`src/rtl/ltn_pkg.sv`:
```
// shared types, constants and the micro-op program of the undistort sequencer
// depends on nothing; used by ltn_mul, ltn_div and lens_undistort_newton
`timescale 1ns / 1ps

package ltn_pkg;

    localparam int COORD_FRAC_DEFAULT = 24;
    localparam int COEF_FRAC_DEFAULT  = 56;
    localparam logic [7:0] STEP_LIMIT_RESET = 8'd20;

    // configuration register indexes
    localparam logic [2:0] CFG_CENTER    = 3'd0;
    localparam logic [2:0] CFG_KAPPA1    = 3'd1;
    localparam logic [2:0] CFG_KAPPA2    = 3'd2;
    localparam logic [2:0] CFG_KAPPA3    = 3'd3;
    localparam logic [2:0] CFG_RHO1      = 3'd4;
    localparam logic [2:0] CFG_RHO2      = 3'd5;
    localparam logic [2:0] CFG_ERR_LIMIT = 3'd6;
    localparam logic [2:0] CFG_STEP_LIM  = 3'd7;

    // status codes
    localparam logic [1:0] ST_CONVERGED = 2'd0;
    localparam logic [1:0] ST_LIMIT     = 2'd1;
    localparam logic [1:0] ST_SINGULAR  = 2'd2;

    typedef enum logic [3:0] {
        OP_ADD, OP_SUB, OP_MUL0, OP_MULI, OP_MULC, OP_DIV, OP_BERR, OP_BDET, OP_NEXT
    } t_opk;

    typedef enum logic [1:0] {
        SH_NONE, SH_COORD, SH_COEF
    } t_shsel;

    typedef struct packed {
        t_opk        kind;
        logic [4:0]  dst;
        logic [5:0]  src_a;
        logic [5:0]  src_b;
    } t_uop;

    // register file addresses
    localparam logic [4:0] R_PX   = 5'd0;
    localparam logic [4:0] R_PY   = 5'd1;
    localparam logic [4:0] R_P1X2 = 5'd2;
    localparam logic [4:0] R_P2X2 = 5'd3;
    localparam logic [4:0] R_P1X6 = 5'd4;
    localparam logic [4:0] R_P2X6 = 5'd5;
    localparam logic [4:0] R_K1X2 = 5'd6;
    localparam logic [4:0] R_K2X4 = 5'd7;
    localparam logic [4:0] R_K3X6 = 5'd8;
    localparam logic [4:0] R_DX   = 5'd9;
    localparam logic [4:0] R_DY   = 5'd10;
    localparam logic [4:0] R_DXX  = 5'd11;
    localparam logic [4:0] R_DYY  = 5'd12;
    localparam logic [4:0] R_DXY  = 5'd13;
    localparam logic [4:0] R_R2   = 5'd14;
    localparam logic [4:0] R_T0   = 5'd15;
    localparam logic [4:0] R_DV   = 5'd16;
    localparam logic [4:0] R_FX   = 5'd17;
    localparam logic [4:0] R_FY   = 5'd18;
    localparam logic [4:0] R_T1   = 5'd19;
    localparam logic [4:0] R_ERR  = 5'd20;
    localparam logic [4:0] R_G    = 5'd21;
    localparam logic [4:0] R_JA   = 5'd22;
    localparam logic [4:0] R_JB   = 5'd23;
    localparam logic [4:0] R_JD   = 5'd24;
    localparam logic [4:0] R_DET  = 5'd25;
    localparam logic [4:0] R_NX   = 5'd26;
    localparam logic [4:0] R_NY   = 5'd27;

    // operand addresses: bit 5 clear selects the register file
    localparam logic [5:0] A_PX   = {1'b0, R_PX};
    localparam logic [5:0] A_PY   = {1'b0, R_PY};
    localparam logic [5:0] A_P1X2 = {1'b0, R_P1X2};
    localparam logic [5:0] A_P2X2 = {1'b0, R_P2X2};
    localparam logic [5:0] A_P1X6 = {1'b0, R_P1X6};
    localparam logic [5:0] A_P2X6 = {1'b0, R_P2X6};
    localparam logic [5:0] A_K1X2 = {1'b0, R_K1X2};
    localparam logic [5:0] A_K2X4 = {1'b0, R_K2X4};
    localparam logic [5:0] A_K3X6 = {1'b0, R_K3X6};
    localparam logic [5:0] A_DX   = {1'b0, R_DX};
    localparam logic [5:0] A_DY   = {1'b0, R_DY};
    localparam logic [5:0] A_DXX  = {1'b0, R_DXX};
    localparam logic [5:0] A_DYY  = {1'b0, R_DYY};
    localparam logic [5:0] A_DXY  = {1'b0, R_DXY};
    localparam logic [5:0] A_R2   = {1'b0, R_R2};
    localparam logic [5:0] A_T0   = {1'b0, R_T0};
    localparam logic [5:0] A_DV   = {1'b0, R_DV};
    localparam logic [5:0] A_FX   = {1'b0, R_FX};
    localparam logic [5:0] A_FY   = {1'b0, R_FY};
    localparam logic [5:0] A_T1   = {1'b0, R_T1};
    localparam logic [5:0] A_ERR  = {1'b0, R_ERR};
    localparam logic [5:0] A_G    = {1'b0, R_G};
    localparam logic [5:0] A_JA   = {1'b0, R_JA};
    localparam logic [5:0] A_JB   = {1'b0, R_JB};
    localparam logic [5:0] A_JD   = {1'b0, R_JD};
    localparam logic [5:0] A_DET  = {1'b0, R_DET};
    localparam logic [5:0] A_NX   = {1'b0, R_NX};
    localparam logic [5:0] A_NY   = {1'b0, R_NY};
    // specials: configuration, input point and constants
    localparam logic [5:0] S_ZERO = 6'd32;
    localparam logic [5:0] S_CX   = 6'd33;
    localparam logic [5:0] S_CY   = 6'd34;
    localparam logic [5:0] S_K1   = 6'd35;
    localparam logic [5:0] S_K2   = 6'd36;
    localparam logic [5:0] S_K3   = 6'd37;
    localparam logic [5:0] S_P1   = 6'd38;
    localparam logic [5:0] S_P2   = 6'd39;
    localparam logic [5:0] S_ONE  = 6'd40;
    localparam logic [5:0] S_C2   = 6'd41;
    localparam logic [5:0] S_C4   = 6'd42;
    localparam logic [5:0] S_C6   = 6'd43;
    localparam logic [5:0] S_XD   = 6'd44;
    localparam logic [5:0] S_YD   = 6'd45;

    localparam int PC_W = 7;
    localparam logic [PC_W-1:0] LOOP_PC = 7'd9;

    function automatic t_uop mk(input t_opk k, input logic [4:0] d,
                                input logic [5:0] a, input logic [5:0] b);
        t_uop u;
        u.kind  = k;
        u.dst   = d;
        u.src_a = a;
        u.src_b = b;
        return u;
    endfunction

    function automatic t_uop uop_rom(input logic [PC_W-1:0] pc);
        t_uop u;
        unique case (pc)
            7'd0:  u = mk(OP_ADD,  R_PX,   S_XD,   S_ZERO);
            7'd1:  u = mk(OP_ADD,  R_PY,   S_YD,   S_ZERO);
            7'd2:  u = mk(OP_MUL0, R_P1X2, S_P1,   S_C2);
            7'd3:  u = mk(OP_MUL0, R_P2X2, S_P2,   S_C2);
            7'd4:  u = mk(OP_MUL0, R_P1X6, S_P1,   S_C6);
            7'd5:  u = mk(OP_MUL0, R_P2X6, S_P2,   S_C6);
            7'd6:  u = mk(OP_MUL0, R_K1X2, S_K1,   S_C2);
            7'd7:  u = mk(OP_MUL0, R_K2X4, S_K2,   S_C4);
            7'd8:  u = mk(OP_MUL0, R_K3X6, S_K3,   S_C6);
            // newton step
            7'd9:  u = mk(OP_SUB,  R_DX,   A_PX,   S_CX);
            7'd10: u = mk(OP_SUB,  R_DY,   A_PY,   S_CY);
            7'd11: u = mk(OP_MULI, R_DXX,  A_DX,   A_DX);
            7'd12: u = mk(OP_MULI, R_DYY,  A_DY,   A_DY);
            7'd13: u = mk(OP_MULI, R_DXY,  A_DX,   A_DY);
            7'd14: u = mk(OP_ADD,  R_R2,   A_DXX,  A_DYY);
            7'd15: u = mk(OP_MULI, R_T0,   S_K3,   A_R2);
            7'd16: u = mk(OP_ADD,  R_T0,   S_K2,   A_T0);
            7'd17: u = mk(OP_MULI, R_T0,   A_T0,   A_R2);
            7'd18: u = mk(OP_ADD,  R_T0,   S_K1,   A_T0);
            7'd19: u = mk(OP_MULC, R_T0,   A_T0,   A_R2);
            7'd20: u = mk(OP_ADD,  R_DV,   S_ONE,  A_T0);
            7'd21: u = mk(OP_MULI, R_T0,   A_DX,   A_DV);
            7'd22: u = mk(OP_ADD,  R_FX,   S_CX,   A_T0);
            7'd23: u = mk(OP_MULC, R_T0,   A_P1X2, A_DXY);
            7'd24: u = mk(OP_ADD,  R_FX,   A_FX,   A_T0);
            7'd25: u = mk(OP_MUL0, R_T0,   A_DXX,  S_C2);
            7'd26: u = mk(OP_ADD,  R_T0,   A_R2,   A_T0);
            7'd27: u = mk(OP_MULC, R_T0,   S_P2,   A_T0);
            7'd28: u = mk(OP_ADD,  R_FX,   A_FX,   A_T0);
            7'd29: u = mk(OP_SUB,  R_FX,   A_FX,   S_XD);
            7'd30: u = mk(OP_MULI, R_T0,   A_DY,   A_DV);
            7'd31: u = mk(OP_ADD,  R_FY,   S_CY,   A_T0);
            7'd32: u = mk(OP_MUL0, R_T0,   A_DYY,  S_C2);
            7'd33: u = mk(OP_ADD,  R_T0,   A_R2,   A_T0);
            7'd34: u = mk(OP_MULC, R_T0,   S_P1,   A_T0);
            7'd35: u = mk(OP_ADD,  R_FY,   A_FY,   A_T0);
            7'd36: u = mk(OP_MULC, R_T0,   A_P2X2, A_DXY);
            7'd37: u = mk(OP_ADD,  R_FY,   A_FY,   A_T0);
            7'd38: u = mk(OP_SUB,  R_FY,   A_FY,   S_YD);
            7'd39: u = mk(OP_MULI, R_T0,   A_FX,   A_FX);
            7'd40: u = mk(OP_MULI, R_T1,   A_FY,   A_FY);
            7'd41: u = mk(OP_ADD,  R_ERR,  A_T0,   A_T1);
            7'd42: u = mk(OP_BERR, R_ERR,  A_ERR,  S_ZERO);
            7'd43: u = mk(OP_MULI, R_T0,   A_K3X6, A_R2);
            7'd44: u = mk(OP_ADD,  R_G,    A_K2X4, A_T0);
            7'd45: u = mk(OP_MULI, R_T0,   A_G,    A_R2);
            7'd46: u = mk(OP_ADD,  R_G,    A_K1X2, A_T0);
            7'd47: u = mk(OP_MULC, R_T0,   A_G,    A_DXX);
            7'd48: u = mk(OP_ADD,  R_JA,   A_DV,   A_T0);
            7'd49: u = mk(OP_MULC, R_T0,   A_P1X2, A_DY);
            7'd50: u = mk(OP_ADD,  R_JA,   A_JA,   A_T0);
            7'd51: u = mk(OP_MULC, R_T0,   A_P2X6, A_DX);
            7'd52: u = mk(OP_ADD,  R_JA,   A_JA,   A_T0);
            7'd53: u = mk(OP_MULC, R_JB,   A_G,    A_DXY);
            7'd54: u = mk(OP_MULC, R_T0,   A_P1X2, A_DX);
            7'd55: u = mk(OP_ADD,  R_JB,   A_JB,   A_T0);
            7'd56: u = mk(OP_MULC, R_T0,   A_P2X2, A_DY);
            7'd57: u = mk(OP_ADD,  R_JB,   A_JB,   A_T0);
            7'd58: u = mk(OP_MULC, R_T0,   A_G,    A_DYY);
            7'd59: u = mk(OP_ADD,  R_JD,   A_DV,   A_T0);
            7'd60: u = mk(OP_MULC, R_T0,   A_P2X2, A_DX);
            7'd61: u = mk(OP_ADD,  R_JD,   A_JD,   A_T0);
            7'd62: u = mk(OP_MULC, R_T0,   A_P1X6, A_DY);
            7'd63: u = mk(OP_ADD,  R_JD,   A_JD,   A_T0);
            7'd64: u = mk(OP_MULI, R_T0,   A_JA,   A_JD);
            7'd65: u = mk(OP_MULI, R_T1,   A_JB,   A_JB);
            7'd66: u = mk(OP_SUB,  R_DET,  A_T0,   A_T1);
            7'd67: u = mk(OP_BDET, R_DET,  A_DET,  S_ZERO);
            7'd68: u = mk(OP_MULI, R_T0,   A_JD,   A_FX);
            7'd69: u = mk(OP_MULI, R_T1,   A_JB,   A_FY);
            7'd70: u = mk(OP_SUB,  R_NX,   A_T0,   A_T1);
            7'd71: u = mk(OP_MULI, R_T0,   A_JA,   A_FY);
            7'd72: u = mk(OP_MULI, R_T1,   A_JB,   A_FX);
            7'd73: u = mk(OP_SUB,  R_NY,   A_T0,   A_T1);
            7'd74: u = mk(OP_DIV,  R_T0,   A_NX,   A_DET);
            7'd75: u = mk(OP_SUB,  R_PX,   A_PX,   A_T0);
            7'd76: u = mk(OP_DIV,  R_T0,   A_NY,   A_DET);
            7'd77: u = mk(OP_SUB,  R_PY,   A_PY,   A_T0);
            default: u = mk(OP_NEXT, R_T0, S_ZERO, S_ZERO);
        endcase
        return u;
    endfunction

endpackage

```
`src/rtl/ltn_mul.sv`:
```
// multi-cycle signed 64x64 multiplier: four 32x32 partial products,
// then floor shift by a selected fraction width and saturation; uses ltn_pkg
`timescale 1ns / 1ps

module ltn_mul import ltn_pkg::*; #(
    parameter int COORD_FRAC_BITS = COORD_FRAC_DEFAULT,
    parameter int COEF_FRAC_BITS  = COEF_FRAC_DEFAULT
) (
    input  logic        i_clk,
    input  logic        i_rst_n,
    input  logic        i_start,
    input  logic [63:0] i_a,
    input  logic [63:0] i_b,
    input  t_shsel      i_shift,
    output logic        o_done,
    output logic [63:0] o_result
);

    localparam int IF_BITS = 2 * COORD_FRAC_BITS;

    typedef enum logic [1:0] {M_IDLE, M_PP, M_NEG, M_SAT} t_mstate;

    t_mstate      r_state;
    logic [63:0]  r_ua, r_ub;
    logic         r_neg;
    logic [1:0]   r_cnt;
    logic [127:0] r_acc;
    t_shsel       r_sh;
    logic         r_done;
    logic [63:0]  r_result;

    logic [31:0]  pa, pb;
    logic [63:0]  prod;
    logic [127:0] prod_sh;
    logic [127:0] shifted;
    logic [63:0]  sat;

    always_comb begin
        pa   = r_cnt[1] ? r_ua[63:32] : r_ua[31:0];
        pb   = r_cnt[0] ? r_ub[63:32] : r_ub[31:0];
        prod = {32'b0, pa} * {32'b0, pb};
        unique case (r_cnt)
            2'd0:        prod_sh = {64'b0, prod};
            2'd1, 2'd2:  prod_sh = {32'b0, prod, 32'b0};
            default:     prod_sh = {prod, 64'b0};
        endcase
    end

    always_comb begin
        unique case (r_sh)
            SH_COORD: shifted = 128'($signed(r_acc) >>> IF_BITS);
            SH_COEF:  shifted = 128'($signed(r_acc) >>> COEF_FRAC_BITS);
            default:  shifted = r_acc;
        endcase
        if (shifted[127:63] == '0 || shifted[127:63] == '1) begin
            sat = shifted[63:0];
        end else if (shifted[127]) begin
            sat = 64'h8000_0000_0000_0000;
        end else begin
            sat = 64'h7FFF_FFFF_FFFF_FFFF;
        end
    end

    always_ff @(posedge i_clk) begin
        if (!i_rst_n) begin
            r_state <= M_IDLE;
            r_done  <= 1'b0;
            r_cnt   <= '0;
        end else begin
            r_done <= 1'b0;
            unique case (r_state)
                M_IDLE: begin
                    if (i_start) begin
                        r_ua    <= i_a[63] ? (64'd0 - i_a) : i_a;
                        r_ub    <= i_b[63] ? (64'd0 - i_b) : i_b;
                        r_neg   <= i_a[63] ^ i_b[63];
                        r_sh    <= i_shift;
                        r_acc   <= '0;
                        r_cnt   <= '0;
                        r_state <= M_PP;
                    end
                end
                M_PP: begin
                    r_acc <= r_acc + prod_sh;
                    r_cnt <= r_cnt + 2'd1;
                    if (r_cnt == 2'd3) begin
                        r_state <= M_NEG;
                    end
                end
                M_NEG: begin
                    if (r_neg) begin
                        r_acc <= 128'd0 - r_acc;
                    end
                    r_state <= M_SAT;
                end
                M_SAT: begin
                    r_result <= sat;
                    r_done   <= 1'b1;
                    r_state  <= M_IDLE;
                end
                default: r_state <= M_IDLE;
            endcase
        end
    end

    assign o_done   = r_done;
    assign o_result = r_result;

endmodule

```
`config.mk`:
```
export PLATFORM = sky130hd
export DESIGN_NAME = ltn_mul
export DESIGN_NICKNAME = d
export VERILOG_FILES = /design/src/rtl/ltn_pkg.sv /design/src/rtl/ltn_mul.sv
export SDC_FILE = /design/constraint.sdc
export NUM_CORES = 2
export LEC_CHECK = 0
export ABC_AREA = 1
export BUFFER_PORTS_ARGS = -buffer_cell sky130_fd_sc_hd__buf_2
export CAP_MARGIN = 20
export CORE_ASPECT_RATIO = 1.5
export CORE_MARGIN = 4
export CORE_UTILIZATION = 55
export CTS_CLUSTER_DIAMETER = 120
export DETAILED_ROUTE_END_ITERATION = 8
export GPL_TIMING_DRIVEN = 0
export HOLD_SLACK_MARGIN = 0.15
export PLACE_DENSITY = 0.7
export SLEW_MARGIN = 40
export SYNTH_ARGS = -nofsm -noshare
export SYNTH_HDL_FRONTEND = slang
export SYNTH_SLANG_ARGS = --single-unit
export TNS_END_PERCENT = 20
```
`constraint.sdc`:
```
create_clock -name i_clk -period 13.8 [get_ports i_clk]
set_clock_uncertainty 0.2 [all_clocks]
set_input_delay 0 -clock i_clk [delete_from_list [all_inputs] [get_ports i_clk]]
set_output_delay 0 -clock i_clk [all_outputs]
set_load 0.03 [all_outputs]
```
==> metrics.cfg, run 1 <==
[outcome]
run_status = aborted with a tool error
failing_step = global routing (5_1_grt)
toolErrorMsg = [ERROR GRT-0116] Global routing finished with congestion. Check the congestion regions in the DRC Viewer.

[synthesis]
mapped_nets = 10801
async_flop_share_pct = 0
avgSynthCellArea_um2 = 7.12
syn_area_um2 = 66700
postSynth.topFlopCell = sky130_fd_sc_hd__edfxtp_1
synth_enable_flop_cells = 323
ys_ff_latch = 328
synthesis.instances = 9368
synth-warning-count = 0
yosys.cell_types.count = 57
synth-seq-area-share_pct = 14.7

[floorplan]
ioPinCount = 198
die_y_um = 435
num_rows = 156
initial_utilization_pct = 55.4
die_width_um = 292

[clocking]
cts_root_buffer = sky130_fd_sc_hd__clkbuf_16
cts_htree_levels = 2
cts_buffer_depth = 3
cts_buffers = 34
cts.sink_count = 328

[placed_design]
dpl_cell_area_um2 = 71100
dp_hpwl_mm = 319
gp_routability_congestion = 1.30
port_buffers = 197

[grt]
grt_pass1_wl_mm = 764
grt_start_max_net_pins = 44
via_count_of_the_first_global_routing_pass = 93598
track_usage_pct = 80.2
grt-ovfl-total = 2643

cells in the mapped netlist (17+ instances only):
cell	count	share of area [%]
sky130_fd_sc_hd__a21o_1	26	0.29
sky130_fd_sc_hd__a21oi_1	615	4.6
sky130_fd_sc_hd__a31oi_1	25	0.23
sky130_fd_sc_hd__buf_1	20	0.11
sky130_fd_sc_hd__clkbuf_1	249	1.4
sky130_fd_sc_hd__clkinv_1	32	0.18
sky130_fd_sc_hd__edfxtp_1	323	15
sky130_fd_sc_hd__fa_1	897	27
sky130_fd_sc_hd__ha_1	403	7.6
sky130_fd_sc_hd__inv_1	1750	9.8
sky130_fd_sc_hd__nand2_1	1643	9.2
sky130_fd_sc_hd__nand3_1	375	2.8
sky130_fd_sc_hd__nand3b_1	42	0.47
sky130_fd_sc_hd__nand4_1	123	1.2
sky130_fd_sc_hd__nor2_1	1550	8.7
sky130_fd_sc_hd__nor3_1	127	0.95
sky130_fd_sc_hd__nor4_1	72	0.68
sky130_fd_sc_hd__o211ai_1	17	0.19
sky130_fd_sc_hd__o21ai_0	512	3.8
sky130_fd_sc_hd__o21ai_1	63	0.47
sky130_fd_sc_hd__o21bai_1	23	0.26
sky130_fd_sc_hd__o22ai_1	102	0.96
sky130_fd_sc_hd__or2_2	91	0.85
sky130_fd_sc_hd__xnor2_1	77	1.0
sky130_fd_sc_hd__xor2_1	102	1.3
per-stage QoR:
step | util [%] | TNS, ps | hold slack, ps | instances | setup slack, ps
floorplan | - | 0 | -101 | 9368 | 2610
global placement | 57.8 | -343210 | 20.9 | 11145 | -2250
detailed placement | 59.0 | -1300 | 35.0 | 11197 | -276
CTS | 62.8 | 0 | 177 | 11606 | 24.7
metal layers:
layer	track usage, %	GRT overflow
met3	61.6	78
met5	29.3	4
met2	101	1785
met1	75.0	44
met4	88.3	732
logic make-up after synthesis:
logic type / count (synthesis) / synth area share (%)
and+or+nand+nor: 4060 / 25.3
buffers and inverters: 2074 / 11.7
AOI/OAI and AO/OA: 1427 / 11.4
adders and majority gates: 1300 / 34.5
DFF: 328 / 14.7
xor gates and xnor gates: 179 / 2.35
timing repair:
item / CTS
hold buffers: 349
setup buffers: 0
gates resized for setup: 3
endpoints found under the hold margin: 219
setup endpoints to repair: 9
==> run 2: changes to the inputs <==
--- a/config.mk
+++ b/config.mk
@@ -8,14 +8,11 @@
 export ABC_AREA = 1
 export BUFFER_PORTS_ARGS = -buffer_cell sky130_fd_sc_hd__buf_2
 export CAP_MARGIN = 20
-export CORE_ASPECT_RATIO = 1.5
 export CORE_MARGIN = 4
-export CORE_UTILIZATION = 55
-export CTS_CLUSTER_DIAMETER = 120
+export CORE_UTILIZATION = 40
 export DETAILED_ROUTE_END_ITERATION = 8
 export GPL_TIMING_DRIVEN = 0
-export HOLD_SLACK_MARGIN = 0.15
-export PLACE_DENSITY = 0.7
+export PLACE_DENSITY_LB_ADDON = 0.15
 export SLEW_MARGIN = 40
 export SYNTH_ARGS = -nofsm -noshare
 export SYNTH_HDL_FRONTEND = slang
==> metrics.cfg, run 2 <==
[detailed_routing]
post_drt_wl_per_cell_um = 33.7
drt_pass1_iterations = 9
initialDrtViolationCount = 10649
via_count = 73802
via_per_inst = 6.04
wl_mm = 412
drc = 0
final_antenna_net_count = 0

[min_path]
worst_hold_startpoint = i_a[58]
timing.hold.worst.class = in -> reg

[outcome]
run_status = complete, but fails checks  ; was aborted with a tool error
violations = setup timing

[floorplan]
num_rows = 149  ; was 156
die_y_um = 416  ; was 435 um
core_area_um2 = 165000
die_width_um = 416  ; was 292 um
die-area_um2 = 173000
ioPinCount = 198  ; unchanged
initial_utilization_pct = 40.3  ; was 55.4%

[final_layout]
commonest_cells_after_routing_fill_and_taps_aside = sky130_fd_sc_hd__inv_1 (1740), sky130_fd_sc_hd__nand2_1 (1637), sky130_fd_sc_hd__nor2_1 (1534), sky130_fd_sc_hd__fa_1 (896), sky130_fd_sc_hd__a21oi_1 (602)
area_growth_pct = 15.0
fill_cells = 17039
number_of_flip_flops_in_the_largest_register = 128
max_flop_register = r_acc
nNetsFinal = 11390
layout.cells.most_common = sky130_fd_sc_hd__inv_1
drive_gt1_share_pct = 8.01

[synthesis]
synthesis.instances = 9368  ; unchanged
postSynth.topFlopCell = sky130_fd_sc_hd__edfxtp_1  ; unchanged
synth-seq-area-share_pct = 14.7  ; unchanged
synth_largest_area_cell = sky130_fd_sc_hd__fa_1  ; unchanged
synth_enable_flop_cells = 323  ; unchanged
synth.top_cells.by_count = sky130_fd_sc_hd__inv_1 (1750), sky130_fd_sc_hd__nand2_1 (1643), sky130_fd_sc_hd__nor2_1 (1550)  ; unchanged
syn_area_um2 = 66700  ; unchanged
avgSynthCellArea_um2 = 7.12  ; unchanged
synth_area_leaders = sky130_fd_sc_hd__fa_1 (27%), sky130_fd_sc_hd__edfxtp_1 (15%), sky130_fd_sc_hd__inv_1 (9.8%)  ; unchanged
synth-warning-count = 0  ; unchanged
synth_top_area_share_pct = 26.9  ; unchanged
mapped_nets = 10801  ; unchanged
ys_ff_latch = 328  ; unchanged
yosys.cell_types.count = 57  ; unchanged
synth.most_common_cell = sky130_fd_sc_hd__inv_1  ; unchanged
async_flop_share_pct = 0  ; unchanged

[sta]
hold_viol = 0
setup_slack_ps = -229
final_max_slew_viol_count = 0
finalWorstPathRequiredPeriod_ps = 14030
setup_violations = 16
slew_headroom_pct = 32.8
layout_worst_path_cycle_share_pct = 102
measured_slew_at_the_worst_slew_check_pin_ps = 998
grt_setup_unrepaired = true
fmax_mhz = 71.3

[clocking]
cts_htree_levels = 2  ; unchanged
cts_buffer_depth = 3  ; unchanged
cts_tree = built
clock_edge_transition_at_the_registers_on_the_reported_setup_and_hold_paths_ps = 60
cts_root_buffer = sky130_fd_sc_hd__clkbuf_16  ; unchanged
cts.sink_count = 328  ; unchanged
worstSkewPairLatency_ps = 680
cts_buffers = 41  ; was 34

[worst_setup_path]
worst-endpoint-required_ps = 13980
category_of_the_worst_setup_path_launch_point = flop
path_max_fanout = 10
worst_path_dominant_cell_family = adder cells
worstSetupEndpointType = flop
worstPathBufferInverterCount = 13
startpoint = r_cnt[0]$_SDFFE_PN0P_
timing.rr.start = r_cnt[0]$_SDFFE_PN0P_
cpPeakStageDelay_ps = 580
critPathArrivalTime_ps = 14210
critical-path-slowest-cell = sky130_fd_sc_hd__fa_1
worstSetupPathType = reg -> reg

[grt]
grt_pass1_wl_mm = 557
grt-ovfl-total = 0
grt_antenna_before_repair = 58
track_usage_pct = 46.3
grt_start_max_net_pins = 47
via_count_of_the_first_global_routing_pass = 70615

[placed_design]
port_buffers = 197  ; unchanged
dp_hpwl_mm = 366  ; was 319 mm
gp_routability_congestion = 1.14  ; was 1.30
post-place-ws_ps = -1890  ; was -276 ps

[flow_run]
cap_viol_max_count = 0

## run 2: what timing repair did
item,CTS,global route
cloned,0,0
setup buffers,3,9
gates resized for setup,68,106
endpoints found under the setup margin,92,70
endpoints found under the hold margin,190,0
hold buffers,266,0
pin swaps,0,3
## run 2: path summary, 6_finish.rpt
path,endpoint,slack [ps],cells past startpoint
worst max-delay path,r_acc[77]$_DFFE_PP_,-230,46
worst min-delay path,r_ua[58]$_DFFE_PP_,40,3
worst max register to register,r_acc[77]$_DFFE_PP_,-230,46
worst min register to register,r_state[1]$_SDFFE_PN0P_,370,2
## run 2: area by class of cell
| type | instances | area, um2 | area share, % |
|---|---|---|---|
| clock inverters | 21 | 198 | 0.258 |
| well taps | 2189 | 2740 | 3.57 |
| inverters | 1792 | 6810 | 8.87 |
| repair buffers | 547 | 4610 | 6.00 |
| diodes | 32 | 80.1 | 0.104 |
| multi-input cells | 6966 | 50100 | 65.3 |
| flip-flops and latches | 328 | 9800 | 12.8 |
| clock buffers | 55 | 1090 | 1.42 |
| plain buffers | 281 | 1330 | 1.73 |
## run 2: logic make-up (layout without fill, tap and decap cells)
family / count (synthesis) / count (layout) / synth area share [%]
AND/OR/NAND/NOR: 4060 / 4060 / 25.3
XOR/XNOR: 179 / 179 / 2.35
AO/OA/AOI/OAI: 1427 / 1427 / 11.4
flip-flops: 328 / 328 / 14.7
adder cells (fa/ha/maj): 1300 / 1300 / 34.5
other: 0 / 32 / 0
buffers and inverters: 2074 / 2696 / 11.7
## run 2: tightest hold or removal path: cells and delay by family
kind / cells / cell delay [ps]
xor+xnor: 1 / 140
buf+inv: 2 / 660
## run 2: metrics by stage
stage / cells / hold slack, ps / cell area [um2] / TNS, ps / util (%)
floorplan: 9368 / -101 / 66700 / 0 / -
global placement: 11754 / -23.4 / 70400 / -601650 / 42.6
detailed placement: 11824 / -19.5 / 72100 / -83010 / 43.6
CTS: 12168 / 8.57 / 76300 / 0 / 46.1
global route: 12186 / 69.1 / 76700 / -320 / 46.4
finish: 12211 / 41.9 / 76700 / -1100 / 46.4
## run 2: layer usage
metal	routed length [um]	part of all wire (%)	track usage [%]	vias up
li1	-	-	-	30844
met1	161000	39	61.0	36732
met2	164000	40	64.8	5179
met3	60500	15	19.4	1005
met4	25600	6.2	23.2	42
met5	298	0.072	0.0556	-
Power of run 2 is not shown: default switching activity piles up to over one toggle a cycle in this logic, so the estimate is an artifact.
