$ cat src/rtl/ltn_pkg.sv
// shared types, constants and the micro-op program of the undistort sequencer
// depends on nothing; used by ltn_mul, ltn_div and lens_undistort_newton
`timescale 1ns / 1ps

package ltn_pkg;

    localparam int COORD_FRAC_DEFAULT = 24;
    localparam int COEF_FRAC_DEFAULT  = 56;
    localparam logic [7:0] STEP_LIMIT_RESET = 8'd20;

    // configuration register indexes
    localparam logic [2:0] CFG_CENTER    = 3'd0;
    localparam logic [2:0] CFG_KAPPA1    = 3'd1;
    localparam logic [2:0] CFG_KAPPA2    = 3'd2;
    localparam logic [2:0] CFG_KAPPA3    = 3'd3;
    localparam logic [2:0] CFG_RHO1      = 3'd4;
    localparam logic [2:0] CFG_RHO2      = 3'd5;
    localparam logic [2:0] CFG_ERR_LIMIT = 3'd6;
    localparam logic [2:0] CFG_STEP_LIM  = 3'd7;

    // status codes
    localparam logic [1:0] ST_CONVERGED = 2'd0;
    localparam logic [1:0] ST_LIMIT     = 2'd1;
    localparam logic [1:0] ST_SINGULAR  = 2'd2;

    typedef enum logic [3:0] {
        OP_ADD, OP_SUB, OP_MUL0, OP_MULI, OP_MULC, OP_DIV, OP_BERR, OP_BDET, OP_NEXT
    } t_opk;

    typedef enum logic [1:0] {
        SH_NONE, SH_COORD, SH_COEF
    } t_shsel;

    typedef struct packed {
        t_opk        kind;
        logic [4:0]  dst;
        logic [5:0]  src_a;
        logic [5:0]  src_b;
    } t_uop;

    // register file addresses
    localparam logic [4:0] R_PX   = 5'd0;
    localparam logic [4:0] R_PY   = 5'd1;
    localparam logic [4:0] R_P1X2 = 5'd2;
    localparam logic [4:0] R_P2X2 = 5'd3;
    localparam logic [4:0] R_P1X6 = 5'd4;
    localparam logic [4:0] R_P2X6 = 5'd5;
    localparam logic [4:0] R_K1X2 = 5'd6;
    localparam logic [4:0] R_K2X4 = 5'd7;
    localparam logic [4:0] R_K3X6 = 5'd8;
    localparam logic [4:0] R_DX   = 5'd9;
    localparam logic [4:0] R_DY   = 5'd10;
    localparam logic [4:0] R_DXX  = 5'd11;
    localparam logic [4:0] R_DYY  = 5'd12;
    localparam logic [4:0] R_DXY  = 5'd13;
    localparam logic [4:0] R_R2   = 5'd14;
    localparam logic [4:0] R_T0   = 5'd15;
    localparam logic [4:0] R_DV   = 5'd16;
    localparam logic [4:0] R_FX   = 5'd17;
    localparam logic [4:0] R_FY   = 5'd18;
    localparam logic [4:0] R_T1   = 5'd19;
    localparam logic [4:0] R_ERR  = 5'd20;
    localparam logic [4:0] R_G    = 5'd21;
    localparam logic [4:0] R_JA   = 5'd22;
    localparam logic [4:0] R_JB   = 5'd23;
    localparam logic [4:0] R_JD   = 5'd24;
    localparam logic [4:0] R_DET  = 5'd25;
    localparam logic [4:0] R_NX   = 5'd26;
    localparam logic [4:0] R_NY   = 5'd27;

    // operand addresses: bit 5 clear selects the register file
    localparam logic [5:0] A_PX   = {1'b0, R_PX};
    localparam logic [5:0] A_PY   = {1'b0, R_PY};
    localparam logic [5:0] A_P1X2 = {1'b0, R_P1X2};
    localparam logic [5:0] A_P2X2 = {1'b0, R_P2X2};
    localparam logic [5:0] A_P1X6 = {1'b0, R_P1X6};
    localparam logic [5:0] A_P2X6 = {1'b0, R_P2X6};
    localparam logic [5:0] A_K1X2 = {1'b0, R_K1X2};
    localparam logic [5:0] A_K2X4 = {1'b0, R_K2X4};
    localparam logic [5:0] A_K3X6 = {1'b0, R_K3X6};
    localparam logic [5:0] A_DX   = {1'b0, R_DX};
    localparam logic [5:0] A_DY   = {1'b0, R_DY};
    localparam logic [5:0] A_DXX  = {1'b0, R_DXX};
    localparam logic [5:0] A_DYY  = {1'b0, R_DYY};
    localparam logic [5:0] A_DXY  = {1'b0, R_DXY};
    localparam logic [5:0] A_R2   = {1'b0, R_R2};
    localparam logic [5:0] A_T0   = {1'b0, R_T0};
    localparam logic [5:0] A_DV   = {1'b0, R_DV};
    localparam logic [5:0] A_FX   = {1'b0, R_FX};
    localparam logic [5:0] A_FY   = {1'b0, R_FY};
    localparam logic [5:0] A_T1   = {1'b0, R_T1};
    localparam logic [5:0] A_ERR  = {1'b0, R_ERR};
    localparam logic [5:0] A_G    = {1'b0, R_G};
    localparam logic [5:0] A_JA   = {1'b0, R_JA};
    localparam logic [5:0] A_JB   = {1'b0, R_JB};
    localparam logic [5:0] A_JD   = {1'b0, R_JD};
    localparam logic [5:0] A_DET  = {1'b0, R_DET};
    localparam logic [5:0] A_NX   = {1'b0, R_NX};
    localparam logic [5:0] A_NY   = {1'b0, R_NY};
    // specials: configuration, input point and constants
    localparam logic [5:0] S_ZERO = 6'd32;
    localparam logic [5:0] S_CX   = 6'd33;
    localparam logic [5:0] S_CY   = 6'd34;
    localparam logic [5:0] S_K1   = 6'd35;
    localparam logic [5:0] S_K2   = 6'd36;
    localparam logic [5:0] S_K3   = 6'd37;
    localparam logic [5:0] S_P1   = 6'd38;
    localparam logic [5:0] S_P2   = 6'd39;
    localparam logic [5:0] S_ONE  = 6'd40;
    localparam logic [5:0] S_C2   = 6'd41;
    localparam logic [5:0] S_C4   = 6'd42;
    localparam logic [5:0] S_C6   = 6'd43;
    localparam logic [5:0] S_XD   = 6'd44;
    localparam logic [5:0] S_YD   = 6'd45;

    localparam int PC_W = 7;
    localparam logic [PC_W-1:0] LOOP_PC = 7'd9;

    function automatic t_uop mk(input t_opk k, input logic [4:0] d,
                                input logic [5:0] a, input logic [5:0] b);
        t_uop u;
        u.kind  = k;
        u.dst   = d;
        u.src_a = a;
        u.src_b = b;
        return u;
    endfunction

    function automatic t_uop uop_rom(input logic [PC_W-1:0] pc);
        t_uop u;
        unique case (pc)
            7'd0:  u = mk(OP_ADD,  R_PX,   S_XD,   S_ZERO);
            7'd1:  u = mk(OP_ADD,  R_PY,   S_YD,   S_ZERO);
            7'd2:  u = mk(OP_MUL0, R_P1X2, S_P1,   S_C2);
            7'd3:  u = mk(OP_MUL0, R_P2X2, S_P2,   S_C2);
            7'd4:  u = mk(OP_MUL0, R_P1X6, S_P1,   S_C6);
            7'd5:  u = mk(OP_MUL0, R_P2X6, S_P2,   S_C6);
            7'd6:  u = mk(OP_MUL0, R_K1X2, S_K1,   S_C2);
            7'd7:  u = mk(OP_MUL0, R_K2X4, S_K2,   S_C4);
            7'd8:  u = mk(OP_MUL0, R_K3X6, S_K3,   S_C6);
            // newton step
            7'd9:  u = mk(OP_SUB,  R_DX,   A_PX,   S_CX);
            7'd10: u = mk(OP_SUB,  R_DY,   A_PY,   S_CY);
            7'd11: u = mk(OP_MULI, R_DXX,  A_DX,   A_DX);
            7'd12: u = mk(OP_MULI, R_DYY,  A_DY,   A_DY);
            7'd13: u = mk(OP_MULI, R_DXY,  A_DX,   A_DY);
            7'd14: u = mk(OP_ADD,  R_R2,   A_DXX,  A_DYY);
            7'd15: u = mk(OP_MULI, R_T0,   S_K3,   A_R2);
            7'd16: u = mk(OP_ADD,  R_T0,   S_K2,   A_T0);
            7'd17: u = mk(OP_MULI, R_T0,   A_T0,   A_R2);
            7'd18: u = mk(OP_ADD,  R_T0,   S_K1,   A_T0);
            7'd19: u = mk(OP_MULC, R_T0,   A_T0,   A_R2);
            7'd20: u = mk(OP_ADD,  R_DV,   S_ONE,  A_T0);
            7'd21: u = mk(OP_MULI, R_T0,   A_DX,   A_DV);
            7'd22: u = mk(OP_ADD,  R_FX,   S_CX,   A_T0);
            7'd23: u = mk(OP_MULC, R_T0,   A_P1X2, A_DXY);
            7'd24: u = mk(OP_ADD,  R_FX,   A_FX,   A_T0);
            7'd25: u = mk(OP_MUL0, R_T0,   A_DXX,  S_C2);
            7'd26: u = mk(OP_ADD,  R_T0,   A_R2,   A_T0);
            7'd27: u = mk(OP_MULC, R_T0,   S_P2,   A_T0);
            7'd28: u = mk(OP_ADD,  R_FX,   A_FX,   A_T0);
            7'd29: u = mk(OP_SUB,  R_FX,   A_FX,   S_XD);
            7'd30: u = mk(OP_MULI, R_T0,   A_DY,   A_DV);
            7'd31: u = mk(OP_ADD,  R_FY,   S_CY,   A_T0);
            7'd32: u = mk(OP_MUL0, R_T0,   A_DYY,  S_C2);
            7'd33: u = mk(OP_ADD,  R_T0,   A_R2,   A_T0);
            7'd34: u = mk(OP_MULC, R_T0,   S_P1,   A_T0);
            7'd35: u = mk(OP_ADD,  R_FY,   A_FY,   A_T0);
            7'd36: u = mk(OP_MULC, R_T0,   A_P2X2, A_DXY);
            7'd37: u = mk(OP_ADD,  R_FY,   A_FY,   A_T0);
            7'd38: u = mk(OP_SUB,  R_FY,   A_FY,   S_YD);
            7'd39: u = mk(OP_MULI, R_T0,   A_FX,   A_FX);
            7'd40: u = mk(OP_MULI, R_T1,   A_FY,   A_FY);
            7'd41: u = mk(OP_ADD,  R_ERR,  A_T0,   A_T1);
            7'd42: u = mk(OP_BERR, R_ERR,  A_ERR,  S_ZERO);
            7'd43: u = mk(OP_MULI, R_T0,   A_K3X6, A_R2);
            7'd44: u = mk(OP_ADD,  R_G,    A_K2X4, A_T0);
            7'd45: u = mk(OP_MULI, R_T0,   A_G,    A_R2);
            7'd46: u = mk(OP_ADD,  R_G,    A_K1X2, A_T0);
            7'd47: u = mk(OP_MULC, R_T0,   A_G,    A_DXX);
            7'd48: u = mk(OP_ADD,  R_JA,   A_DV,   A_T0);
            7'd49: u = mk(OP_MULC, R_T0,   A_P1X2, A_DY);
            7'd50: u = mk(OP_ADD,  R_JA,   A_JA,   A_T0);
            7'd51: u = mk(OP_MULC, R_T0,   A_P2X6, A_DX);
            7'd52: u = mk(OP_ADD,  R_JA,   A_JA,   A_T0);
            7'd53: u = mk(OP_MULC, R_JB,   A_G,    A_DXY);
            7'd54: u = mk(OP_MULC, R_T0,   A_P1X2, A_DX);
            7'd55: u = mk(OP_ADD,  R_JB,   A_JB,   A_T0);
            7'd56: u = mk(OP_MULC, R_T0,   A_P2X2, A_DY);
            7'd57: u = mk(OP_ADD,  R_JB,   A_JB,   A_T0);
            7'd58: u = mk(OP_MULC, R_T0,   A_G,    A_DYY);
            7'd59: u = mk(OP_ADD,  R_JD,   A_DV,   A_T0);
            7'd60: u = mk(OP_MULC, R_T0,   A_P2X2, A_DX);
            7'd61: u = mk(OP_ADD,  R_JD,   A_JD,   A_T0);
            7'd62: u = mk(OP_MULC, R_T0,   A_P1X6, A_DY);
            7'd63: u = mk(OP_ADD,  R_JD,   A_JD,   A_T0);
            7'd64: u = mk(OP_MULI, R_T0,   A_JA,   A_JD);
            7'd65: u = mk(OP_MULI, R_T1,   A_JB,   A_JB);
            7'd66: u = mk(OP_SUB,  R_DET,  A_T0,   A_T1);
            7'd67: u = mk(OP_BDET, R_DET,  A_DET,  S_ZERO);
            7'd68: u = mk(OP_MULI, R_T0,   A_JD,   A_FX);
            7'd69: u = mk(OP_MULI, R_T1,   A_JB,   A_FY);
            7'd70: u = mk(OP_SUB,  R_NX,   A_T0,   A_T1);
            7'd71: u = mk(OP_MULI, R_T0,   A_JA,   A_FY);
            7'd72: u = mk(OP_MULI, R_T1,   A_JB,   A_FX);
            7'd73: u = mk(OP_SUB,  R_NY,   A_T0,   A_T1);
            7'd74: u = mk(OP_DIV,  R_T0,   A_NX,   A_DET);
            7'd75: u = mk(OP_SUB,  R_PX,   A_PX,   A_T0);
            7'd76: u = mk(OP_DIV,  R_T0,   A_NY,   A_DET);
            7'd77: u = mk(OP_SUB,  R_PY,   A_PY,   A_T0);
            default: u = mk(OP_NEXT, R_T0, S_ZERO, S_ZERO);
        endcase
        return u;
    endfunction

endpackage

$ cat src/rtl/ltn_div.sv
// bit-serial signed divider: (n * 2^(2*coord frac)) / d, truncated toward
// zero and saturated to 64 bits, one quotient bit a cycle; uses ltn_pkg
`timescale 1ns / 1ps

module ltn_div import ltn_pkg::*; #(
    parameter int COORD_FRAC_BITS = COORD_FRAC_DEFAULT
) (
    input  logic        i_clk,
    input  logic        i_rst_n,
    input  logic        i_start,
    input  logic [63:0] i_n,
    input  logic [63:0] i_d,
    output logic        o_done,
    output logic [63:0] o_result
);

    localparam int IF_BITS = 2 * COORD_FRAC_BITS;

    typedef enum logic [1:0] {D_IDLE, D_RUN, D_FIN} t_dstate;

    t_dstate      r_state;
    logic [127:0] r_dvd;
    logic [127:0] r_q;
    logic [63:0]  r_ud;
    logic [63:0]  r_rem;
    logic         r_neg;
    logic [6:0]   r_cnt;
    logic         r_done;
    logic [63:0]  r_result;

    logic [63:0]  un;
    logic [64:0]  trial;
    logic [64:0]  diff;
    logic         ge;

    always_comb begin
        un    = i_n[63] ? (64'd0 - i_n) : i_n;
        trial = {r_rem, r_dvd[127]};
        diff  = trial - {1'b0, r_ud};
        ge    = (trial >= {1'b0, r_ud});
    end

    always_ff @(posedge i_clk) begin
        if (!i_rst_n) begin
            r_state <= D_IDLE;
            r_done  <= 1'b0;
            r_cnt   <= '0;
        end else begin
            r_done <= 1'b0;
            unique case (r_state)
                D_IDLE: begin
                    if (i_start) begin
                        r_dvd   <= {64'b0, un} << IF_BITS;
                        r_ud    <= i_d[63] ? (64'd0 - i_d) : i_d;
                        r_neg   <= i_n[63] ^ i_d[63];
                        r_rem   <= '0;
                        r_q     <= '0;
                        r_cnt   <= '0;
                        r_state <= D_RUN;
                    end
                end
                D_RUN: begin
                    r_rem <= ge ? diff[63:0] : trial[63:0];
                    r_q   <= {r_q[126:0], ge};
                    r_dvd <= {r_dvd[126:0], 1'b0};
                    r_cnt <= r_cnt + 7'd1;
                    if (r_cnt == 7'd127) begin
                        r_state <= D_FIN;
                    end
                end
                D_FIN: begin
                    if (r_neg) begin
                        if (r_q[127:64] != '0 || r_q[63]) begin
                            r_result <= 64'h8000_0000_0000_0000;
                        end else begin
                            r_result <= 64'd0 - r_q[63:0];
                        end
                    end else begin
                        if (r_q[127:64] != '0 || r_q[63]) begin
                            r_result <= 64'h7FFF_FFFF_FFFF_FFFF;
                        end else begin
                            r_result <= r_q[63:0];
                        end
                    end
                    r_done  <= 1'b1;
                    r_state <= D_IDLE;
                end
                default: r_state <= D_IDLE;
            endcase
        end
    end

    assign o_done   = r_done;
    assign o_result = r_result;

endmodule

$ cat config.mk
export PLATFORM = sky130hd
export DESIGN_NAME = ltn_div
export DESIGN_NICKNAME = d
export VERILOG_FILES = /design/src/rtl/ltn_pkg.sv /design/src/rtl/ltn_div.sv
export SDC_FILE = /design/constraint.sdc
export NUM_CORES = 1
export LEC_CHECK = 0
export BUFFER_PORTS_ARGS = -buffer_cell sky130_fd_sc_hd__buf_2
export CAP_MARGIN = 20
export CELL_PAD_IN_SITES_DETAIL_PLACEMENT = 0
export CELL_PAD_IN_SITES_GLOBAL_PLACEMENT = 1
export CORE_ASPECT_RATIO = 1.2
export CORE_MARGIN = 5
export CORE_UTILIZATION = 48
export DETAILED_ROUTE_END_ITERATION = 10
export PLACE_DENSITY_LB_ADDON = 0.3
export SLEW_MARGIN = 30
export SYNTH_ARGS = -nofsm -noshare
export SYNTH_HDL_FRONTEND = slang
export SYNTH_SLANG_ARGS = --single-unit
$ cat constraint.sdc
create_clock -name i_clk -period 21.6 [get_ports i_clk]
set_clock_uncertainty 0.1 [all_clocks]
set_input_delay 4.32 -clock i_clk [delete_from_list [all_inputs] [get_ports i_clk]]
set_output_delay 4.32 -clock i_clk [all_outputs]
set_load 0.01 [all_outputs]
# Word-level counts from Yosys, hierarchy flattened
# Cells that the tools add are included.
# totals
input_bits	131
word_cells	49
register_bits	459
out_inout_bits	65
# op_classes
addsub	5
order_cmp	1
bitwise	1
reduce_logical	9
n_eq_ne	5
mux	18
# ops
operator	n
one-hot mux 128 bit (2 select lines)	2
two-way mux 64 bit	6
two-way mux 128 bit	2
subtractor 1 x 64 -> 64 bit, first input constant	3
one-hot mux 64 bit (2 select lines)	1
greater-or-equal comparator 65 x 64 -> 1 bit	1
nonzero test 64 bit	1
subtractor 64 bit	1
two-way mux 63 bit	1
one-hot mux 7 bit (2 select lines)	1
adder 7 x 1 -> 7 bit, second input constant	1
== test 7 bit, second input constant	1
two-way mux 7 bit	1
AND reduction 2 bit	3
AND reduction 3 bit	2
two-way mux 2 bit	2
inequality test 2 bit, second input constant	2
one-hot mux 2 bit (2 select lines)	1
== test 2 x 1 -> 1 bit, second input constant	1
== test 2 bit, second input constant	1
zero test 2 bit	1
nonzero test 2 bit	1
logical OR 1 bit	1
two-way mux 1 bit	1
bitwise XOR 1 bit	1

# Depth between registers and ports, before layout
# Gate-level depths: netlist of run 1.
# depth
ltp_word	4
ltp_mapped	15
depth_no_buf	13

# Least setup slack after synthesis of run 1
# Ideal clock, no wire load.
# synth_timing
path_type	in2reg
start	input i_rst_n
end	register r_dvd[100] (enable)
t_arrival_ps	15653
required_time_ps	20591
setup_ps	909
setup_slack_ps	4938
cell_stages	2
path_buffers	0
cell_sequence	nand2b_1 -> nor2_1
# synth_via
elab_chain_len	1
# synth_rtl
item	line	source
start, declared	ltn_div.sv:9	input logic i_rst_n,
AND reduction 3 bit (no line)	--	
end signal, assigned	ltn_div.sv:53	r_dvd <= {64'b0, un} << IF_BITS;
end signal, assigned	ltn_div.sv:65	r_dvd <= {r_dvd[126:0], 1'b0};
end, declared	ltn_div.sv:22	logic [127:0] r_dvd;
# No other way between the ends.
# A chain may end at the register's enable or synchronous reset.

# Worst setup path after layout of run 1
# layout_timing
start	input i_n[7]
end	register r_dvd[107] (data pin)
# layout_via
elab_chain_len	4
# layout_rtl
item	line	source
start, declared	ltn_div.sv:11	input logic [63:0] i_n,
subtractor 1 x 64 -> 64 bit	ltn_div.sv:37	un = i_n[63] ? (64'd0 - i_n) : i_n;
two-way mux 64 bit	ltn_div.sv:37	
two-way mux 128 bit	ltn_div.sv:52	if (i_start) begin
one-hot mux 128 bit (2 select lines)	ltn_div.sv:50	unique case (r_state)
# No other way between the ends. The select of a mux whose other input is x is not followed.

==> flow_summary.yaml, run 1 <==
hold_path:
  worstHoldPathType: "flip-flop to flip-flop"
  holdPathStages: 2
logic_synthesis:
  avgSynthCellArea_sq_um: 10.4
  synth_edf_count: 401
  yosys_warnings: 0
  async_reset_ff_share_pct: 0
  syn_area_sq_um: 23900
  synth.most_common_cell: "edfxtp_1"
  synth_flop_cell: "edfxtp_1"
  netlist_instances: 2289
  synth_nets: 2489
  ys_seq_elements: 411
  synth_common_cells: "edfxtp_1 (401), nor2_1 (196), nand2_1 (176)"
  synth_area_leaders: "edfxtp_1 (50%), xor2_1 (4.3%), and2_1 (3.8%)"
  yosysTopAreaCell: "edfxtp_1"
  synth_top_area_share_pct: 50.4
  ys_seq_area_share_pct: 51.3
  synth_cell_types: 76
pwr:
  combPwrFrac_pct: 17.6
  power.leakage_nw: 10.1
  p_int_mw: 1.54
  seqPwrFrac_pct: 46.1
  pwr_density_cell_nw_per_um2: 78.8
  swShare_pct: 27.2
  p_clk_share_pct: 36.3
  ir_worst_vdd_uv: 50.1
  power_mw: 2.12
  p_sw_mw: 0.575
clocking:
  hold_buffers: 0
  cts_setup_buffers: 0
  post_cts.resized_instances: 0
  cts_buffers: 46
  clockRootBuffer: "clkbuf_16"
  clock_latency_ns: 0.58
  cts_num_sinks: 411
  cts.clk_slew.worst_paths_ns: 0.06
  cts_tree: "built"
  htree_levels: 2
  clock_tree.buffer_depth: 3
critical_path:
  start_kind: "primary input"
  cp_num_buf_inv: 1
  slowest_stage: "nor4b_2"
  cp_max_fo: 8
  required_ns: 21.80
  critical_path.max_stage_delay_ns: 0.65
  crit_chain: "buf_2 > or4_1 > nor4b_2 > nand3_1 > or2_2 > or3_1 > or2_1 > o31ai_1 > xor2_1 > o21ai_0"
  ff2ff_path_depth: 13
  cp_top_family: "simple AND/OR/NAND/NOR gates"
  arrival_ns: 7.58
  crit_cells: 10
  cp-end-kind: "flip-flop"
  crit_type: "primary input to flip-flop"
floorplanning:
  dieWidth_um: 214
  die_h_um: 254
  num_rows: 89
  initial_core_util_pct: 48.5
  ios: 196
  die_area_sq_um: 54300
  core_area_sq_um: 49200
detailed_routing:
  first_pass_iters: 6
  via_per_inst: 5.61
  drc: 0
  drt.antenna.violating_nets: 0
  totalWireLength_um: 54500
  num_vias: 17400
  wl_per_cell_um: 17.5
  first_iter_violations: 1320
sta:
  rsz0062_at_grt: "no"
  finalHoldViolCount: 0
  fin_crit_ns: 7.38
  worst-slew-pin-transition_ns: 0.944
  timing.final.ws_setup_ns: 14.22
  slew_headroom_pct: 36.3
  finalMaxSlewViolations: 0
  fmax_ghz: 0.135
  finalSetupViolations: 0
  fin_crit_sh_pct: 34.2
  setup_tns_ns: 0
cells_and_area:
  multi_input_area_sq_um: 10800
  layout-drive-gt1-share_pct: 13.0
  fin_nets: 2631
  area_growth_pct: 12.5
  design_area_sq_um: 26900
  seq_area_sq_um: 12200
  nFillCells: 4359
placement:
  io_buffers: 195
  dp_hpwl_um: 38400
  place_congestion: 0.922
  pre_cts_ws_ns: 13.69
  postPlaceCellArea_sq_um: 25400
global_route:
  track_usage_pct: 19.5
  antenna_found_initial: 2
  grt_max_degree: 195
  grt_pass1_wl_um: 87700
  grt_pass1_vias: 17100
  grt_overflow: 0
run_status:
  run_status: "finished, final reports clean"
job:
  maxCapViolations: 0
==> layer usage <==
layer,vias up,wire (um),share of wire [%],GRT usage (%)
met5,-,0,0,0
met4,0,1410,2.6,5.60
met3,94,2230,4.1,2.98
met2,366,26700,49,33.6
met1,8344,24100,44,25.8
li1,8621,-,-,-
==> cell families after synthesis <==
family	after synthesis	synth area share [%]
compound gates	513	13.4
xor+xnor	220	8.07
fa+ha+maj	69	3.65
buf+inv	219	3.59
flops	411	51.3
mux	61	2.57
simple gates	796	17.4
==> registers in the layout, summed over array words and instances, names as in the netlist <==
register	cells
o_done	1
o_result	64
r_cnt	7
r_dvd	80
r_neg	1
r_q	128
r_rem	64
r_state	2
r_ud	64
==> worst reg2reg max path: stages, from the launching register on <==
cell and delay (ns):
edfxtp_1 0.41, inv_1 0.06, ha_1 0.28, nor2b_1 0.17, o2111ai_1 0.17, a2111o_1 0.52
a311oi_1 0.50, nor2_1 0.20, o21ai_1 0.47, a41oi_1 0.31, a31oi_4 0.24, buf_4 0.53
nand2_1 0.44, o22ai_1 0.29
==> stage by stage <==
| step | hold WS [ns] | instances | utilization (%) |
|---|---|---|---|
| floorplan | 0.362 | 2289 | - |
| global route | 0.430 | 3106 | 54.6 |
| finish | 0.401 | 3106 | 54.6 |
| CTS | 0.406 | 3104 | 54.5 |
| global placement | 0.381 | 3019 | 51.5 |
| detailed placement | 0.395 | 3019 | 51.5 |
==> worst paths after layout <==
kind,startpoint,to,slack (ns)
worst max-delay path,i_n[7],r_dvd[107]$_DFFE_PP_,14.22
worst min-delay path,r_cnt[6]$_SDFFE_PN0P_,r_state[1]$_SDFFE_PN0P_,0.40
worst max register to register,r_ud[1]$_DFFE_PP_,r_rem[62]$_SDFFCE_PN0P_,16.74
worst min register to register,r_cnt[6]$_SDFFE_PN0P_,r_state[1]$_SDFFE_PN0P_,0.40
==> power by group through the flow <==
stage,Sequential [mW],Combinational [mW],Clock [mW]
2_1_floorplan,0.996,0.276,0
3_3_place_gp,0.991,0.366,0
3_5_place_dp,0.991,0.372,0
4_1_cts,0.976,0.374,0.790
5_1_grt,0.981,0.417,0.822
6_report,0.975,0.373,0.767
==> cells in the final DEF, fill, tap and decap left out, drive strengths merged, types with 21 or more instances in the layout <==
cell    Yosys  layout
or4        29      29
o31ai      50      50
nand4      29      29
o21ai     152     152
inv       102     104
a21o       26      26
and2      144     144
nand2     176     176
nor3       38      38
o41ai      30      30
a21oi     132     132
ha         68      68
clkbuf    102      56
buf        15     211
or3        37      37
xor2      118     118
edfxtp    401     401
mux2i      58      58
nand3      29      29
xnor2     102     102
nor2b      21      21
nand2b     21      21
nor2      196     196
nor4       30      30
==> layout make-up <==
| cell class | count | share of cell area [%] |
|---|---|---|
| repair buffers | 211 | 4.25 |
| flip-flops and latches | 411 | 45.6 |
| well taps | 637 | 2.97 |
| inverters | 102 | 1.43 |
| multi-input cells | 1659 | 40.3 |
| clock buffers | 56 | 4.50 |
| clock inverters | 29 | 0.978 |
| diodes | 1 | 0.00932 |
Note: power is estimated with default switching activity, not from simulation.
==> run 2: changes to the inputs <==
--- a/config.mk
+++ b/config.mk
@@ -11,7 +11,7 @@
 export CELL_PAD_IN_SITES_GLOBAL_PLACEMENT = 1
 export CORE_ASPECT_RATIO = 1.2
 export CORE_MARGIN = 5
-export CORE_UTILIZATION = 48
+export CORE_UTILIZATION = 44
 export DETAILED_ROUTE_END_ITERATION = 10
 export PLACE_DENSITY_LB_ADDON = 0.3
 export SLEW_MARGIN = 30
==> constraint.sdc (replaced) <==
create_clock -name i_clk -period 6.1 [get_ports i_clk]
set_clock_uncertainty 0.1 [all_clocks]
set_input_delay 1.22 -clock i_clk [delete_from_list [all_inputs] [get_ports i_clk]]
set_output_delay 1.22 -clock i_clk [all_outputs]
set_load 0.01 [all_outputs]
==> flow_summary.yaml, run 2 (same netlist as run 1, synthesis figures left out) <==
clocking:
  clock_tree.buffer_depth: 3
  cts_setup_buffers: 0
  post_cts.resized_instances: 0
  clock_latency_ns: 0.58
  cts.clk_slew.worst_paths_ns: 0.06
  htree_levels: 2
  hold_buffers: 0
  cts_buffers: 44
  cts_num_sinks: 411
  cts_tree: "built"
  clockRootBuffer: "clkbuf_16"
sta:
  rsz0062_at_grt: "no"
  finalHoldViolCount: 0
  fin_crit_ns: 4.59
  finalSetupViolations: 0
  fin_crit_sh_pct: 75.3
  worst-slew-pin-transition_ns: 1.12
  finalMaxSlewViolations: 0
  holdWs_ns: 0.396
  setup_tns_ns: 0
  fmax_ghz: 0.218
  slew_headroom_pct: 24.5
placement:
  place_congestion: 0.948
  io_buffers: 195
  dp_hpwl_um: 40200
critical_path:
  r2r-start: "r_ud[1]$_DFFE_PP_"
  crit_start: "r_ud[1]$_DFFE_PP_"
  start_kind: "flip-flop"
  crit_chain: "inv_1 > ha_1 > nor2b_1 > o2111ai_1 > a2111o_1 > a311oi_1 > nor2_1 > o21ai_1 > a41oi_1 > a31oi_4 > buf_4 > mux2i_1 > nor2_1"
  critical_path.max_stage_delay_ns: 0.63
  r2r-end: "r_rem[22]$_SDFFCE_PN0P_"
  cp-end-kind: "flip-flop"
  critPathMostFrequentCell: "nor2_1"
  arrival_ns: 4.79
  reg2reg_slack_ns: 1.51
  ff2ff_path_depth: 13
  slowest_stage: "buf_4"
  required_ns: 6.29
  setup.worst_path.end: "r_rem[22]$_SDFFCE_PN0P_"
  cp_max_fo: 51
  crit_type: "flip-flop to flip-flop"
floorplanning:
  num_rows: 93
  ios: 196
  dieWidth_um: 223
  initial_core_util_pct: 44.4
  die_h_um: 265
  core_area_sq_um: 53800
  die_area_sq_um: 59000
pwr:
  combPwrFrac_pct: 18.0
  pwr_density_cell_nw_per_um2: 275
  p_int_mw: 5.34
  swShare_pct: 27.8
  p_clk_share_pct: 35.3
  p_sw_mw: 2.06
  power.leakage_nw: 10.1
  seqPwrFrac_pct: 46.7
  ir_worst_vdd_uv: 198
cells_and_area:
  reg_top3: "r_q x128, r_dvd x80"
  layout_common_cells: "edfxtp_1 (401), buf_2 (194), nor2_1 (193), nand2_1 (176), o21ai_0 (149)"
  top_register: "r_q"
  nFillCells: 4918
  antenna_cells: 0
  area_growth_pct: 12.8
  layout-drive-gt1-share_pct: 13.3
  fin_nets: 2633
  largest_reg_flops: 128
  final_common_cell: "edfxtp_1"
detailed_routing:
  first_pass_iters: 5
  num_vias: 17600
  totalWireLength_um: 56000
  drc: 0
  via_per_inst: 5.53
  drt.antenna.violating_nets: 0
  first_iter_violations: 1165
  wl_per_cell_um: 17.6
run_status:
  run_status: "finished, final reports clean"
global_route:
  grt_max_degree: 111
  track_usage_pct: 18.3
  grt_pass1_wl_um: 90000
  grt_overflow: 0
  antenna_found_initial: 1
  grt_pass1_vias: 17100
hold_path:
  holdPathStages: 2
  worstHoldPathType: "flip-flop to flip-flop"
job:
  maxCapViolations: 0
==> run 2: cell count changes in the layout (fill, tap and decap cells not counted), sizes merged <==
cell      delta
buf          +4
clkbuf       -5
bufinv       -2
clkinvlp     -1
diode        -1
inv          +1
clkinv       +3
==> run 2: metal layers <==
metal  wire length, um  part of all wire, %  GRT usage [%]  vias to the layer above
met4              1550                  2.8           5.60                        2
met3              2020                  3.6           2.72                       99
met1             24500                   44           23.6                     8493
li1                  -                    -              -                     8623
met5                20                0.036              0                        -
met2             27900                   50           31.9                      356
==> run 2: area by class of cell <==
type | instances | area (sq um) | share of cell area (%)
timing repair buffer | 215 | 1180 | 4.40
multi-input combinational | 1659 | 10800 | 40.2
clock buffer | 51 | 1170 | 4.34
clock inverter | 30 | 234 | 0.869
sequential | 411 | 12200 | 45.5
tap | 712 | 891 | 3.31
inverter | 102 | 383 | 1.42
==> run 2: how the worst min path moves through the flow <==
stage,start,endpoint,slack [ns]
floorplan,r_cnt[6]$_SDFFE_PN0P_,r_state[1]$_SDFFE_PN0P_,0.36
global placement,r_cnt[6]$_SDFFE_PN0P_,r_state[1]$_SDFFE_PN0P_,0.38
detailed placement,r_cnt[6]$_SDFFE_PN0P_,r_state[1]$_SDFFE_PN0P_,0.39
CTS,r_cnt[6]$_SDFFE_PN0P_,r_state[1]$_SDFFE_PN0P_,0.40
global route,r_dvd[115]$_SDFFCE_PN0P_,r_dvd[116]$_SDFFCE_PN0P_,0.43
finish,r_cnt[6]$_SDFFE_PN0P_,r_state[1]$_SDFFE_PN0P_,0.40
==> run 2: stage by stage <==
step | cells | worst slack (ns) | power (mW) | utilization [%] | cell area, sq um
floorplan | 2289 | 0.231 | 4.47 | - | 23900
global placement | 3097 | 1.37 | 4.82 | 47.4 | 25500
detailed placement | 3099 | 1.26 | 4.84 | 47.5 | 25500
CTS | 3180 | 1.43 | 7.48 | 50.1 | 26900
global route | 3180 | 1.18 | 7.77 | 50.1 | 26900
finish | 3180 | 1.51 | 7.40 | 50.1 | 26900
==> run 2: critical path, delay by kind of cell, from the launching register on <==
family / cells / cell delay, ns
AND/OR/NAND/NOR: 3 / 0.40
AO/OA/AOI/OAI: 6 / 2.14
flip-flops: 1 / 0.38
buffers and inverters: 2 / 0.69
multiplexers: 1 / 0.28
adder cells (fa/ha/maj): 1 / 0.29
==> run 2: power by group through the flow <==
stage          Sequential [mW]  Combinational (mW)  Clock (mW)
2_1_floorplan             3.49               0.979           0
3_3_place_gp              3.51                1.31           0
3_5_place_dp              3.51                1.33           0
4_1_cts                   3.45                1.34        2.68
5_1_grt                   3.47                1.49        2.81
6_report                  3.45                1.33        2.61
